--- src/rtl/core/bpc_pkg.sv ---
package bpc_pkg;

   localparam int unsigned TimeWidth     = 32;
   localparam int unsigned DebounceWidth = 16;
   localparam int unsigned CsrAddrWidth  = 4;
   localparam int unsigned CsrDataWidth  = 32;
   localparam int unsigned ReqDataWidth  = 40;
   localparam int unsigned RspDataWidth  = 8;

   localparam logic [DebounceWidth-1:0] DebounceReset  = 16'd50;
   localparam logic [TimeWidth-1:0]     LongPressReset = 32'd2000;
   localparam logic [TimeWidth-1:0]     CooldownReset  = 32'd30000;

   typedef enum logic [1:0] {
      REG_DEBOUNCE   = 2'd0,
      REG_LONG_PRESS = 2'd1,
      REG_COOLDOWN   = 2'd2,
      REG_NONE       = 2'd3
   } reg_index_type;

   typedef enum logic [1:0] {
      RES_NONE     = 2'd0,
      RES_ACCEPTED = 2'd1,
      RES_BUSY     = 2'd2,
      RES_COOLDOWN = 2'd3
   } result_type;

   typedef struct packed {
      logic [DebounceWidth-1:0] debounce_time;
      logic [TimeWidth-1:0]     long_press_time;
      logic [TimeWidth-1:0]     request_cooldown;
   } config_type;

   typedef struct packed {
      logic                 raw_pressed;
      logic [TimeWidth-1:0] now_ms;
      logic                 system_idle;
   } poll_type;

   typedef struct packed {
      logic       pressed_stable;
      logic       mute_pulse;
      result_type long_press_result;
      logic       manual_request;
   } verdict_type;

endpackage

--- src/rtl/core/bpc_csr.sv ---
module bpc_csr (
   input  logic                               clock,
   input  logic                               reset,
   input  logic                               csr_psel,
   input  logic                               csr_penable,
   input  logic                               csr_pwrite,
   input  logic [bpc_pkg::CsrAddrWidth-1:0]   csr_paddr,
   input  logic [bpc_pkg::CsrDataWidth-1:0]   csr_pwdata,
   output logic [bpc_pkg::CsrDataWidth-1:0]   csr_prdata,
   output logic                               csr_pready,
   output bpc_pkg::config_type                cfg
);
   import bpc_pkg::*;

   config_type    cfg_ff;
   config_type    cfg_in;
   reg_index_type index;
   logic          write_en;

   assign index    = reg_index_type'(csr_paddr[CsrAddrWidth-1:2]);
   assign write_en = csr_psel && csr_penable && csr_pwrite;

   always_comb begin
      cfg_in = cfg_ff;
      if (write_en) begin
         unique case (index)
            REG_DEBOUNCE:   cfg_in.debounce_time    = csr_pwdata[DebounceWidth-1:0];
            REG_LONG_PRESS: cfg_in.long_press_time  = csr_pwdata[TimeWidth-1:0];
            REG_COOLDOWN:   cfg_in.request_cooldown = csr_pwdata[TimeWidth-1:0];
            default:        cfg_in = cfg_ff;
         endcase
      end
   end

   always_ff @(posedge clock) begin
      if (reset) begin
         cfg_ff.debounce_time    <= DebounceReset;
         cfg_ff.long_press_time  <= LongPressReset;
         cfg_ff.request_cooldown <= CooldownReset;
      end else begin
         cfg_ff <= cfg_in;
      end
   end

   always_comb begin
      unique case (index)
         REG_DEBOUNCE:   csr_prdata = {{(CsrDataWidth-DebounceWidth){1'b0}},
                                       cfg_ff.debounce_time};
         REG_LONG_PRESS: csr_prdata = cfg_ff.long_press_time;
         REG_COOLDOWN:   csr_prdata = cfg_ff.request_cooldown;
         default:        csr_prdata = '0;
      endcase
   end

   assign csr_pready = 1'b1;
   assign cfg        = cfg_ff;

endmodule

--- src/rtl/core/bpc_classify.sv ---
module bpc_classify (
   input  logic                 clock,
   input  logic                 reset,
   input  bpc_pkg::config_type  cfg,
   input  bpc_pkg::poll_type    poll,
   input  logic                 step,
   output bpc_pkg::verdict_type verdict
);
   import bpc_pkg::*;

   logic                 stable_ff,       stable_in;
   logic                 last_raw_ff,     last_raw_in;
   logic                 handled_ff,      handled_in;
   logic [TimeWidth-1:0] change_time_ff,  change_time_in;
   logic [TimeWidth-1:0] press_start_ff,  press_start_in;
   logic [TimeWidth-1:0] last_req_ff,     last_req_in;

   logic [TimeWidth-1:0] since_change;
   logic [TimeWidth-1:0] since_press;
   logic [TimeWidth-1:0] since_req;
   logic                 settle;
   logic                 long_hit;
   logic                 cooled;

   always_comb begin
      last_raw_in    = poll.raw_pressed;
      change_time_in = (poll.raw_pressed != last_raw_ff) ? poll.now_ms : change_time_ff;
      since_change   = poll.now_ms - change_time_in;
      settle         = (poll.raw_pressed != stable_ff) &&
                       (since_change >= {{(TimeWidth-DebounceWidth){1'b0}},
                                         cfg.debounce_time});

      stable_in      = stable_ff;
      press_start_in = press_start_ff;
      handled_in     = handled_ff;
      last_req_in    = last_req_ff;
      verdict        = '0;

      if (settle) begin
         stable_in = poll.raw_pressed;
         if (poll.raw_pressed) begin
            press_start_in = poll.now_ms;
            handled_in     = 1'b0;
         end else if (!handled_ff) begin
            verdict.mute_pulse = 1'b1;
         end
      end

      // long press test sees this poll's debounce outcome
      since_press = poll.now_ms - press_start_in;
      since_req   = poll.now_ms - last_req_ff;
      long_hit    = stable_in && !handled_in && (since_press >= cfg.long_press_time);
      // zero last-request time means no request yet
      cooled      = (last_req_ff == '0) || (since_req >= cfg.request_cooldown);

      if (long_hit) begin
         handled_in = 1'b1;
         priority if (!poll.system_idle) begin
            verdict.long_press_result = RES_BUSY;
         end else if (!cooled) begin
            verdict.long_press_result = RES_COOLDOWN;
         end else begin
            verdict.long_press_result = RES_ACCEPTED;
            verdict.manual_request    = 1'b1;
            last_req_in               = poll.now_ms;
         end
      end

      verdict.pressed_stable = stable_in;
   end

   always_ff @(posedge clock) begin
      if (reset) begin
         stable_ff      <= 1'b0;
         last_raw_ff    <= 1'b0;
         handled_ff     <= 1'b0;
         change_time_ff <= '0;
         press_start_ff <= '0;
         last_req_ff    <= '0;
      end else if (step) begin
         stable_ff      <= stable_in;
         last_raw_ff    <= last_raw_in;
         handled_ff     <= handled_in;
         change_time_ff <= change_time_in;
         press_start_ff <= press_start_in;
         last_req_ff    <= last_req_in;
      end
   end

endmodule

--- src/rtl/core/button_press_classifier_unit.sv ---
// Button press classifier: each item on req_ is one poll of a push button (raw level,
// millisecond timestamp, sequencer idle flag) and yields exactly one item on rsp_ with the
// debounced level, a mute pulse for a short press, the long-press verdict and a manual
// request pulse. Polls pass through an input register and a result register with all the
// classification done combinationally between them, so the block takes one poll per clock;
// a result waits in the result register until rsp_tready takes it; the only limit on rate
// is rsp_tready. The user must write the timing registers over the APB-style csr_ port
// only while idle; the block itself does not enforce this.
module button_press_classifier_unit (
   input  logic                              clock,
   input  logic                              reset,
   input  logic                              req_tvalid,
   output logic                              req_tready,
   // [0] raw_pressed, [32:1] now_ms, [33] system_idle, [39:34] zero
   input  logic [bpc_pkg::ReqDataWidth-1:0]  req_tdata,
   output logic                              rsp_tvalid,
   input  logic                              rsp_tready,
   // [0] pressed_stable, [1] mute_pulse, [3:2] long_press_result, [4] manual_request,
   // [7:5] zero
   output logic [bpc_pkg::RspDataWidth-1:0]  rsp_tdata,
   input  logic                              csr_psel,
   input  logic                              csr_penable,
   input  logic                              csr_pwrite,
   input  logic [bpc_pkg::CsrAddrWidth-1:0]  csr_paddr,
   input  logic [bpc_pkg::CsrDataWidth-1:0]  csr_pwdata,
   output logic [bpc_pkg::CsrDataWidth-1:0]  csr_prdata,
   output logic                              csr_pready
);
   import bpc_pkg::*;

   config_type  cfg;
   poll_type    poll_ff;
   logic        poll_valid_ff;
   verdict_type verdict;
   verdict_type rsp_ff;
   logic        rsp_valid_ff;
   logic        advance;
   logic        out_free;

   bpc_csr u_csr (
      .clock       (clock),
      .reset       (reset),
      .csr_psel    (csr_psel),
      .csr_penable (csr_penable),
      .csr_pwrite  (csr_pwrite),
      .csr_paddr   (csr_paddr),
      .csr_pwdata  (csr_pwdata),
      .csr_prdata  (csr_prdata),
      .csr_pready  (csr_pready),
      .cfg         (cfg)
   );

   // item moves from the input register to the result register
   assign out_free   = !rsp_valid_ff || rsp_tready;
   assign advance    = poll_valid_ff && out_free;
   assign req_tready = !poll_valid_ff || advance;

   always_ff @(posedge clock) begin
      if (reset) begin
         poll_valid_ff <= 1'b0;
      end else if (req_tready) begin
         poll_valid_ff <= req_tvalid;
      end
   end

   always_ff @(posedge clock) begin
      if (req_tready && req_tvalid) begin
         poll_ff.raw_pressed <= req_tdata[0];
         poll_ff.now_ms      <= req_tdata[TimeWidth:1];
         poll_ff.system_idle <= req_tdata[TimeWidth+1];
      end
   end

   bpc_classify u_classify (
      .clock   (clock),
      .reset   (reset),
      .cfg     (cfg),
      .poll    (poll_ff),
      .step    (advance),
      .verdict (verdict)
   );

   always_ff @(posedge clock) begin
      if (reset) begin
         rsp_valid_ff <= 1'b0;
      end else if (out_free) begin
         rsp_valid_ff <= poll_valid_ff;
      end
   end

   always_ff @(posedge clock) begin
      if (advance) begin
         rsp_ff <= verdict;
      end
   end

   assign rsp_tvalid = rsp_valid_ff;
   assign rsp_tdata  = {3'b000, rsp_ff.manual_request, rsp_ff.long_press_result,
                        rsp_ff.mute_pulse, rsp_ff.pressed_stable};

endmodule

--- config.mk ---
export PLATFORM = sky130hd
export DESIGN_NAME = button_press_classifier_unit
export DESIGN_NICKNAME = d
export VERILOG_FILES = /design/src/rtl/core/bpc_pkg.sv /design/src/rtl/core/bpc_csr.sv /design/src/rtl/core/bpc_classify.sv /design/src/rtl/core/button_press_classifier_unit.sv
export SDC_FILE = /design/constraint.sdc
export NUM_CORES = 1
export LEC_CHECK = 0
export BUFFER_PORTS_ARGS = -buffer_cell sky130_fd_sc_hd__buf_2
export CORE_MARGIN = 3
export CORE_UTILIZATION = 35
export CTS_CLUSTER_DIAMETER = 80
export CTS_CLUSTER_SIZE = 10
export DETAILED_ROUTE_END_ITERATION = 7
export PLACE_DENSITY = 0.55
export SYNTH_ARGS = -nofsm -noshare
export SYNTH_HDL_FRONTEND = slang
export SYNTH_HIERARCHICAL = 1
export SYNTH_SLANG_ARGS = --single-unit
--- constraint.sdc ---
create_clock -name clock -period 24.1 [get_ports clock]
set_clock_uncertainty 0.2 [all_clocks]
set_input_delay 0 -clock clock [delete_from_list [all_inputs] [get_ports clock]]
set_output_delay 0 -clock clock [all_outputs]
set_load 0.05 [all_outputs]
==> impl_results.md, run 1 <==
* Status: completed
* IO Pins at 126
* Worst-path clk slew at roughly 60 ps
* Tot GR Track Use at 18.5%
* First-pass GRT wire length at approximately 75000 um
* Max-slew violation count at 0
* Buffers added on ports at roughly 110
* Tightest Pin Transition at 1200 ps
* CP max FO at just under 60
* Clock power share at 33.7%
* CTS Buf Count at 27
* Final GP Congestion at 0.867
* Worst r2r src: poll_ff[33]
* Internal Power at slightly below 0.0008 W
* R2r setup slk at around 8500 ps
* Share of layout cells above drive strength 1 at roughly 8.9%
* Combinational Power Share at a little under a third
* Chip Width at 223 um
* Reg power frac at between 30 and 40%
* Setup Viol. Count Final at 0
* Seq/Total Area, Yosys at just under 30%
* Area grow syn2layout at 18.8%
* Post-Syn Area at ~16000 um2
* CTS tree: done
* Vias per cell at approximately 5.2
* P_sw at roughly 0.0004 W
* Power Dens Cells at between 60 and 70 nW/um2
* Synth Area per Inst at 8.53 um2
* Mapped Cells at slightly below 2000
* Setup CP Type: flip-flop to flip-flop
* Min-Delay Endpoint: u_csr/cfg[53]
* Crit path max-delay family: compound AO/OA/AOI/OAI gates
* Ys flop type: dfxtp_1
* GR Overflow Total at 0
* CP Data Arrival Time at roughly 16000 ps
* Sink Count at 220
* LEAKAGE at between 8 and 9 nW
* Levels on crit path at 57
* Number of setup buffers added after CTS at 0
* Largest net degree at the start of global routing at approximately 150
* Routed len/inst at approximately 17 um
* H-tree levels at 1
* Post-synth EDFFs at 39
* Hold Vio Cnt, Final at 0
* Setup TNS Final at 0 ps
* Most frequent cells in the layout: mux2i_1 (184), dfxtp_1 (181), nor2_1 (178)
* FF-to-FF path depth at between 50 and 60
* Resized Gates After CTS at 0
* Switching share of total power at between 30% and 40%
* Die H at roughly 220 um
* Hold Startpoint: csr_pwdata[21]
* CP Launch Type: flip-flop
* DRT Pass-1 Iters at 5
* Number of global-route vias before repair at roughly 14000
* Placed instance count at ~2600
* DR iter-0 viols at between 700 and 800
* Layout net count at ~2400
* Fin crit period at around 16000 ps
* HP Class: primary input to flip-flop
* Worst hold stages at 4
* Worst skew pair latency at roughly 550 ps
* #FFs+latches synth at 220
* Peak VDD IR at roughly 0.055 mV
* Period utilization at 64.7%
* Slowest stage delay, CP at between 1000 and 1500 ps
* Async set or reset register ratio after synthesis at 0%
* Fmax at roughly 64 MHz
* Total wire length at 47300 um
* Unrepaired setup endpoints after global routing: false
* Site row count at around 80
* Required time of the critical path at 24300 ps
* Core Area at around 46000 um2
* Max-slew headroom at ~18%
* Fill cells at roughly 4600
* Slowest cell on the critical path: a2111oi_0
* CP endpoint kind: flip-flop
* Post-Layout Cell Count at ~2700
* Commonest non-fill, non-tap cell in the layout: mux2i_1
* YS warnings at 6
* Remaining DRCs at 0
* Die area at slightly below 50000 um2
* Netlist cell types at 85
* Remaining antenna violation count after routing at 0
* Initial antenna violation count at 0
* Starting Density at a little over a third
* WP buf/inv at 3
* Maximum root-to-sink buffer count at 3
* Maxcap violations at 0
* Clock Root Buffer: clkbuf_16
* Via count at ~14000
* Dpl hpwl at around 35000 um
* R2r endpoint: u_classify/last_req_ff[25]
-- registers in the layout, indices dropped and copies added (netlist names) --
register and count:
u_csr/cfg 80, poll_ff 34, u_classify/change_time_ff 32, u_classify/last_req_ff 32
u_classify/press_start_ff 32, rsp_tdata 5, poll_valid_ff 1, rsp_tvalid 1
u_classify/handled_ff 1, u_classify/last_raw_ff 1, u_classify/stable_ff 1
-- layout make-up --
| cell class | instances | area [um2] | area share (%) |
|---|---|---|---|
| Multi-Input combinational cell | 1465 | 10600 | 54.6 |
| Clock inverter | 4 | 95.1 | 0.488 |
| Antenna cell | 1 | 2.50 | 0.0128 |
| Tap cell | 600 | 751 | 3.85 |
| Inverter | 156 | 586 | 3.00 |
| Timing Repair Buffer | 247 | 1890 | 9.70 |
| Sequential cell | 220 | 4790 | 24.6 |
| Clock buffer | 38 | 737 | 3.78 |
-- layer usage --
layer	track usage (%)	vias to the layer above	wire length [um]
met5	0	-	0
met4	5.39	0	1540
met3	2.02	69	1510
met2	32.6	220	22800
met1	23.8	6708	21500
li1	-	7191	-
-- cells by family after synthesis --
| logic type | count (synthesis) | share of synthesized area [%] |
|---|---|---|
| mux | 185 | 11.3 |
| simple gates | 596 | 18.4 |
| flops | 220 | 29.2 |
| compound gates | 429 | 17.4 |
| buf+inv | 242 | 6.25 |
| other cells | 2 | 0.0457 |
| xor+xnor | 80 | 4.31 |
| fa+ha+maj | 171 | 13.0 |
-- Yosys cell counts, drive strengths merged (31+ instances only) --
library cell	number	area [um2]
o21ai	81	405
xnor2	44	393
xor2	36	315
inv	156	586
buf	35	249
a21o	41	308
ha	163	2040
nand2b	128	801
nor2b	31	194
clkbuf	51	191
a211oi	55	413
nand2	122	465
dfxtp	181	3620
mux2i	184	1840
nor2	178	668
a21oi	125	633
edfxtp	39	1170
-- worst max-delay path by stage --
stage	from	slack [ps]	end
2_1_floorplan	poll_ff[33]	10680	u_classify/last_req_ff[1]
3_3_place_gp	poll_ff[33]	8980	u_classify/last_req_ff[27]
3_5_place_dp	poll_ff[33]	8760	u_classify/last_req_ff[18]
4_1_cts	poll_ff[33]	8690	u_classify/last_req_ff[18]
5_1_grt	poll_ff[33]	7500	u_classify/last_req_ff[18]
6_report	poll_ff[33]	8510	u_classify/last_req_ff[25]
-- stage by stage --
step / hold slack, ps / setup slack [ps] / power (W) / instance area [um2] / utilization (%)
floorplan: -138 / 10680 / 0.000683 / 16400 / -
global placement: -23.6 / 8980 / 0.000769 / 17400 / 38.0
detailed placement: -21.9 / 8760 / 0.000774 / 17400 / 38.0
CTS: 50.2 / 8690 / 0.00120 / 19500 / 42.5
global route: 98.0 / 7500 / 0.00126 / 19500 / 42.5
finish: 78.7 / 8510 / 0.00118 / 19500 / 42.5
-- power groups by stage --
stage	sequential [W]	combinational, W	clock, W
after floorplan	0.000409	0.000273	0
after global placement	0.000415	0.000354	0
after detailed placement	0.000416	0.000359	0
after CTS	0.000408	0.000376	0.000412
after global routing	0.000409	0.000421	0.000426
final	0.000407	0.000376	0.000398
-- worst register-to-register path: cells and delay by family (launching register included) --
kind            cells  cell delay, ps
compound gates     27            6750
xor+xnor            2             350
fa+ha+maj           6            1730
buf+inv             3            1260
flops               1             590
mux                 3            1080
simple gates       16            3510
-- what timing repair did --
| item | 4_1_cts | 5_1_grt |
|---|---|---|
| endpoints found under the hold margin | 175 | 0 |
| hold buffers | 125 | 0 |
| endpoints found under the setup margin | 0 | 0 |
No activity file was read; power rests on OpenSTA's default activity.
==> run 2: changes to the inputs <==
==> constraint.sdc (replaced) <==
create_clock -name clock -period 14.8 [get_ports clock]
set_clock_uncertainty 0.2 [all_clocks]
set_input_delay 0 -clock clock [delete_from_list [all_inputs] [get_ports clock]]
set_output_delay 0 -clock clock [all_outputs]
set_load 0.05 [all_outputs]
==> run 2 against run 1 <==
  * Hold slack gained 11 ps
  * Sequential power grew 63%
  * Setup slack worse by 7200 ps
  * Via count rose by 1.3%
  * Cell count increased by 0.48%
  * Die area unchanged
  * First-iteration DRC count is 0.25% higher
  * Sequential share of layout area down 0.13 points
  * Critical path depth increased by 2
  * Global-route usage increased by 0.13 points
  * Count of clock-buffer cells in the layout down 1
==> impl_results.md, run 2 (synthesized netlist as in run 1, its figures left out) <==
* WP buf/inv at 4
* Site row count at about 80
* Tot GR Track Use at a little under a fifth
* Max-slew violation count at 0
* Initial antenna violation count at 0
* Dpl hpwl at approximately 35000 um
* GR Overflow Total at 0
* IO Pins at 126
* Via count at approximately 14000
* Most frequent cells in the layout: mux2i_1 (184), dfxtp_1 (181), nor2_1 (178)
* Crit path max-delay family: compound AO/OA/AOI/OAI gates
* Die area at 49500 um2
* Fin crit period at about 14000 ps
* HP Class: primary input to flip-flop
* Unrepaired setup endpoints after global routing: false
* Max reg flops at 80
* Power Dens Cells at a little under 100 nW/um2
* Chip Width at roughly 220 um
* Routed len/inst at about 17 um
* Setup CP Type: flip-flop to flip-flop
* Worst-path clk slew at approximately 60 ps
* CTS tree: done
* First-pass GRT wire length at 75700 um
* Setup Viol. Count Final at 0
* Maximum root-to-sink buffer count at 3
* Starting Density at 35.8%
* Total wire length at 47600 um
* Crit path top cell by count: a21oi_1
* Share of layout cells above drive strength 1 at a little under a tenth
* Slowest stage delay, CP at 580 ps
* Remaining antenna violation count after routing at 0
* Max-slew headroom at approximately 32%
* Layout net count at 2379
* CP endpoint kind: flip-flop
* Worst skew pair latency at about 550 ps
* Hold Vio Cnt, Final at 0
* LEAKAGE at between 8 and 9 nW
* Number of setup buffers added after CTS at 0
* Maxcap violations at 0
* Number of global-route vias before repair at about 14000
* CTS Buf Count at 28
* Sink Count at 220
* CP max FO at 18
* Peak VDD IR at between 0.08 and 0.09 mV
* Status: completed
* Clock Root Buffer: clkbuf_16
* Setup TNS Final at 0 ps
* Worst hold slack at approximately 90 ps
* Fmax at approximately 74 MHz
* Commonest non-fill, non-tap cell in the layout: mux2i_1
* Remaining DRCs at 0
* Slowest cell on the critical path: or4_4
* Required time of the critical path at between 10000 and 15000 ps
* CP Launch Type: flip-flop
* Largest net degree at the start of global routing at between 100 and 150
* Tightest Pin Transition at approximately 1000 ps
* Final GP Congestion at approximately 0.89
* Area grow syn2layout at 19.4%
* Die H at approximately 220 um
* Period utilization at a little over 90%
* Diode count at 0
* CP Data Arrival Time at between 10000 and 15000 ps
* Vias per cell at between 5 and 6
* DRT Pass-1 Iters at 5
* Core Area at roughly 46000 um2
* H-tree levels at 1
* Buffers added on ports at between 100 and 150
* DR iter-0 viols at between 700 and 800
run 2: area by class of cell:
cell class / instances / area [um2]
Fill cell: 4579 / 26300
Multi-Input combinational cell: 1465 / 10600
Sequential cell: 220 / 4790
Timing Repair Buffer: 260 / 2030
Clock buffer: 37 / 756
Tap cell: 600 / 751
Inverter: 156 / 586
Clock inverter: 6 / 40.0
run 2: power breakdown:
part           leakage, nW  switching, W  internal, W
clock                0.384      0.000264     0.000353
combinational         6.20      0.000354     0.000261
sequential            1.85     0.0000282     0.000635
run 2: metrics by stage:
step           setup slack, ps  std cells  area, um2  utilization (%)  total power (W)
3_3_place_gp              1410       2566      17400             38.0          0.00125
4_1_cts                   1200       2744      19600             42.7          0.00192
6_report                  1280       2744      19600             42.7          0.00190
2_1_floorplan             1380       1927      16400                -          0.00111
5_1_grt                    111       2744      19600             42.7          0.00202
3_5_place_dp              1290       2566      17400             38.0          0.00126
run 2: worst reg2reg max path, delay by kind of cell, from the launching register on:
| family | cells | cell delay, ps |
|---|---|---|
| AOI/OAI and AO/OA | 26 | 5690 |
| xor gates and xnor gates | 3 | 510 |
| adders and majority gates | 6 | 1740 |
| buffers and inverters | 4 | 770 |
| DFF | 1 | 560 |
| muxes | 3 | 930 |
| and+or+nand+nor | 17 | 2980 |
run 2: final timing paths:
path,from,to,slack (ps),cells after the start
worst min register to register,u_classify/change_time_ff[31],u_classify/change_time_ff[31],280,2
worst max register to register,poll_ff[33],u_classify/last_req_ff[13],1280,59
worst max-delay path,poll_ff[33],u_classify/last_req_ff[13],1280,59
worst min-delay path,csr_paddr[3],u_csr/cfg[68],90,3
run 2: per-layer routing:
layer / up-vias / track usage [%] / part of all wire, %
met5: - / 0 / 0
met4: 0 / 5.41 / 3.1
met3: 80 / 2.22 / 3.2
met2: 269 / 33.5 / 49
met1: 6805 / 23.4 / 45
li1: 7214 / - / -
run 2: timing repair:
action,4_1_cts,5_1_grt
hold endpoints to repair,163,0
setup endpoints to repair,0,15
gates resized for setup,0,1
hold buffers,135,0
